==> src/cbz_pkg.sv <==
package cbz_pkg;

  localparam int CoordW  = 16;
  localparam int PointW  = 3 * CoordW;
  localparam int ParamW  = 17;
  localparam int WeightW = 49;
  localparam int ProdW   = 64;
  localparam int PairW   = 65;
  localparam int SumW    = 66;
  localparam int FracW   = 48;
  localparam int NumPts  = 4;

  localparam logic [ParamW-1:0] TOne      = ParamW'(65536);
  localparam logic [CoordW-1:0] CoordBias = 16'h8000;
  localparam logic [PairW-1:0]  RoundHalf = PairW'(1) << (FracW - 1);

  typedef logic [WeightW-1:0] weight_t;

  // Products of one control point's biased coordinates with its weight.
  typedef struct packed {
    logic [ProdW-1:0] z;
    logic [ProdW-1:0] y;
    logic [ProdW-1:0] x;
  } prod_t;

  typedef struct packed {
    logic [CoordW-1:0] z;
    logic [CoordW-1:0] y;
    logic [CoordW-1:0] x;
  } point_t;

endpackage

==> src/cbz_merge.sv <==
module cbz_merge
  import cbz_pkg::*;
(
  input  logic   clk,
  input  logic   en,
  input  prod_t  prod [NumPts],
  output point_t result
);

  logic [PairW-1:0] ax, ay, az, bx, by, bz;

  // Undo the bias, round at bit 47 and clip to the signed 16-bit range.
  function automatic logic [CoordW-1:0] round_sat(input logic [SumW-1:0] s);
    logic [CoordW-1:0] r;
    if (s[SumW-1:FracW+CoordW] != '0) begin
      r = 16'h7FFF;
    end else begin
      r = s[FracW+CoordW-1:FracW] ^ CoordBias;
    end
    return r;
  endfunction

  // First level: two pair sums per coordinate, rounding constant folded in.
  always_ff @(posedge clk) begin
    if (en) begin
      ax <= 65'(prod[0].x) + 65'(prod[1].x) + RoundHalf;
      ay <= 65'(prod[0].y) + 65'(prod[1].y) + RoundHalf;
      az <= 65'(prod[0].z) + 65'(prod[1].z) + RoundHalf;
      bx <= 65'(prod[2].x) + 65'(prod[3].x);
      by <= 65'(prod[2].y) + 65'(prod[3].y);
      bz <= 65'(prod[2].z) + 65'(prod[3].z);
    end
  end

  always_ff @(posedge clk) begin
    if (en) begin
      result.x <= round_sat(66'(ax) + 66'(bx));
      result.y <= round_sat(66'(ay) + 66'(by));
      result.z <= round_sat(66'(az) + 66'(bz));
    end
  end

endmodule

==> config.mk <==
export PLATFORM = sky130hd
export DESIGN_NAME = cbz_merge
export DESIGN_NICKNAME = d
export VERILOG_FILES = /design/src/cbz_pkg.sv /design/src/cbz_merge.sv
export SDC_FILE = /design/constraint.sdc
export NUM_CORES = 2
export LEC_CHECK = 0
export CAP_MARGIN = 20
export CORE_AREA = 4 4 319 321
export DETAILED_ROUTE_END_ITERATION = 16
export DIE_AREA = 0 0 323 325
export DONT_BUFFER_PORTS = 1
export GPL_TIMING_DRIVEN = 0
export RECOVER_POWER = 100
export SLEW_MARGIN = 10
export SYNTH_ARGS = -nofsm -noshare
export SYNTH_HDL_FRONTEND = slang
export SYNTH_SLANG_ARGS = --single-unit
==> constraint.sdc <==
create_clock -name clk -period 3.8 [get_ports clk]
set_clock_uncertainty 0.05 [all_clocks]
set_input_delay 0.76 -clock clk [delete_from_list [all_inputs] [get_ports clk]]
set_output_delay 0.76 -clock clk [all_outputs]
set_load 0.05 [all_outputs]
==> impl_metrics.json <==
{
  "outcome": "finished with violations",
  "violations": "max-slew violations, negative setup slack",
  "synth_top_area_cell": "edfxtp_1",
  "worstSetupPathType": "input port to flip-flop",
  "grt_max_degree": 439,
  "max-slew-margin-rel_pct": -77.4,
  "fin_crit_sh_pct": 101,
  "ir_drop_mv": 0.368,
  "gp_congestion": 0.954,
  "io_buffers": 0,
  "ant_nets": 0,
  "route.final.wire_length_um": 141000,
  "start_util_pct": 44.0,
  "arrival_ns": 4.19,
  "syn2layout_area_growth_pct": 10.8,
  "rsz0062_at_grt": "yes",
  "tritoncts": "built",
  "vias_per_cell": 6.10,
  "dp_hpwl_um": 117000,
  "p_per_area_nw_per_um2": 459,
  "finalHoldViolCount": 0,
  "ys_warn_count": 0,
  "synth_cells": 4699,
  "drcViolationCount": 0,
  "clk_latency_ns": 0.64,
  "die_h_um": 325,
  "clk_pin_slew_worst_paths_ns": 0.07,
  "root_buffer": "clkbuf_16",
  "p_leak_nw": 20.9,
  "finalSetupViolCount": 5,
  "placed_cells": 5999,
  "grt_pass1_vias": 36455,
  "cts_buffers": 53,
  "fin_cells": 6134,
  "initialDrtViolationCount": 2787,
  "htree_num_levels": 2,
  "yosys-top-cells-area": "edfxtp_1 (30%), ha_1 (22%), a21oi_1 (6.3%)",
  "worst_ep_required_time_ns": 4.14,
  "critical_path.max_fanout": 4,
  "grtUsageMet1_pct": 32.1,
  "coreArea_um2": 99300,
  "fin_total_pwr_mw": 22.2,
  "layout-drive-gt1-share_pct": 6.14,
  "clockBufferDepth": 3,
  "startpoint_type": "input port",
  "tightest_slew_ns": 2.66,
  "clock_sinks": 438,
  "synth_edf_count": 438,
  "wl_per_cell_um": 23.0,
  "dieArea_um2": 105000,
  "crit_path_end_kind": "flip-flop",
  "met2_usage_pct": 43.5,
  "async_reset_ff_share_pct": 0,
  "syn_nets": 6240,
  "vias": 37396,
  "synth_seq_cells": 438,
  "yosysTopAreaCellShare_pct": 30.1,
  "tns_ns": -0.0969,
  "grt_antenna_before_repair": 13,
  "final_nets": 6321,
  "grt_busiest_layer": "met2",
  "ys_types": 91,
  "row_count": 116,
  "die_x_um": 323,
  "maxCapViolCount": 0,
  "ys.flop_type": "edfxtp_1",
  "first_pass_iters": 6,
  "grt_usage_pct": 25.5,
  "drv_slew": 280,
  "fmaxAchievable_ghz": 0.260,
  "final_cell_mix": "ha_1 (749), a21oi_1 (533), edfxtp_1 (438)",
  "grt_overflow": 0,
  "grt_pass1_wl_um": 210000,
  "hold_path_class": "input port to flip-flop",
  "layout_min_cycle_time_ns": 3.85,
  "final_common_cell": "ha_1",
  "synth_area_um2": 43700,
  "worst_slack_ns": -0.0500,
  "use_met3_pct": 4.64,
  "yosysSeqAreaShare_pct": 30.1,
  "ioPinCount": 818,
  "synth.avg_cell_area_um2": 9.30
}
## where the power goes
part           switching (mW)  total, mW  internal [mW]
sequential              0.873       7.49           6.62
clock                    2.22       5.34           3.12
combinational            5.50       9.41           3.91
## cell families (layout without fill, tap and decap cells)
kind of cell	Yosys count	in the layout	share of synthesized area, %
other	0	13	0
and+or+nand+nor	1158	1158	13.0
AOI/OAI and AO/OA	1692	1692	24.6
muxes	6	6	0.157
adders and majority gates	771	771	22.2
DFF	438	438	30.1
xor gates and xnor gates	387	387	7.75
buffers and inverters	247	371	2.16
## timing repair
action | 4_1_cts | 5_1_grt
buffers inserted | 10 | 22
pin swaps | 13 | 41
cloned | 2 | 0
endpoints found under the setup margin | 78 | 88
hold buffers | 0 | 0
resized for setup | 54 | 89
## worst max-delay path, stage by stage
cell      delay, ns
ha_1           0.27
ha_1           0.23
fa_1           0.47
a21o_1         0.22
nand4_1        0.12
a21oi_1        0.21
a211oi_2       0.33
o21ai_1        0.18
a21boi_2       0.30
o31ai_4        0.12
o21ai_2        0.22
o21ai_2        0.11
or4_1          0.47
and4_1         0.18
## metrics by stage
step | util, % | hold slack [ns] | worst slack, ns | instance area [um2]
after global routing | 48.8 | 0.228 | -0.146 | 48400
after global placement | 46.0 | 0.655 | -1.66 | 45700
after CTS | 48.2 | 0.194 | -0.00464 | 47800
after floorplan | - | 0.617 | -0.0369 | 44000
final | 48.8 | 0.266 | -0.0500 | 48400
after detailed placement | 46.0 | 0.667 | -1.22 | 45700
## Yosys cell counts (27+ instances only)
master and instances:
ha_1 765, a21oi_1 547, edfxtp_1 438, a21o_1 353, nand2_1 334, o21ai_0 292
nor2_1 240, xnor2_1 240, xor2_1 147, clkbuf_1 128, nand4_1 114, nand3_1 112
inv_1 110, nor3_1 77, o21bai_1 72, a211oi_1 60, a31oi_1 58, nor2b_1 55
and3_1 52, nand2b_1 48, o21a_1 46, o211ai_1 32, and4_1 27
## flip-flops by register name (all words and copies together), names as in the netlist
name    cells
bx         65
bz         65
ay         65
ax         65
result     48
by         65
az         65
## per-layer routing
layer	wire, um	share of wire (%)	up-vias
li1	-	-	18220
met1	59100	42	17644
met2	67200	48	1296
met3	9310	6.6	234
met4	5360	3.8	2
met5	12	0.0085	-
## worst paths after layout
kind         startpoint          to  slack (ns)  depth (start not counted)
max           prod[513]      az[59]       -0.05                         14
min           prod[192]       bx[0]        0.27                          1
max reg2reg      bz[41]  result[40]        0.02                         15
min reg2reg      by[59]  result[27]        0.68                          3
## final cells by class
| class | count | area [um2] |
|---|---|---|
| antenna | 13 | 32.5 |
| buffer | 127 | 541 |
| clock buffer | 57 | 1340 |
| clock inverter | 41 | 468 |
| fill | 9429 | 50900 |
| inverter | 110 | 413 |
| multi-input combinational | 4014 | 30600 |
| sequential | 438 | 13200 |
| tap | 1298 | 1620 |
| timing repair buffer | 36 | 293 |
Power figures use the tool's default switching activity.
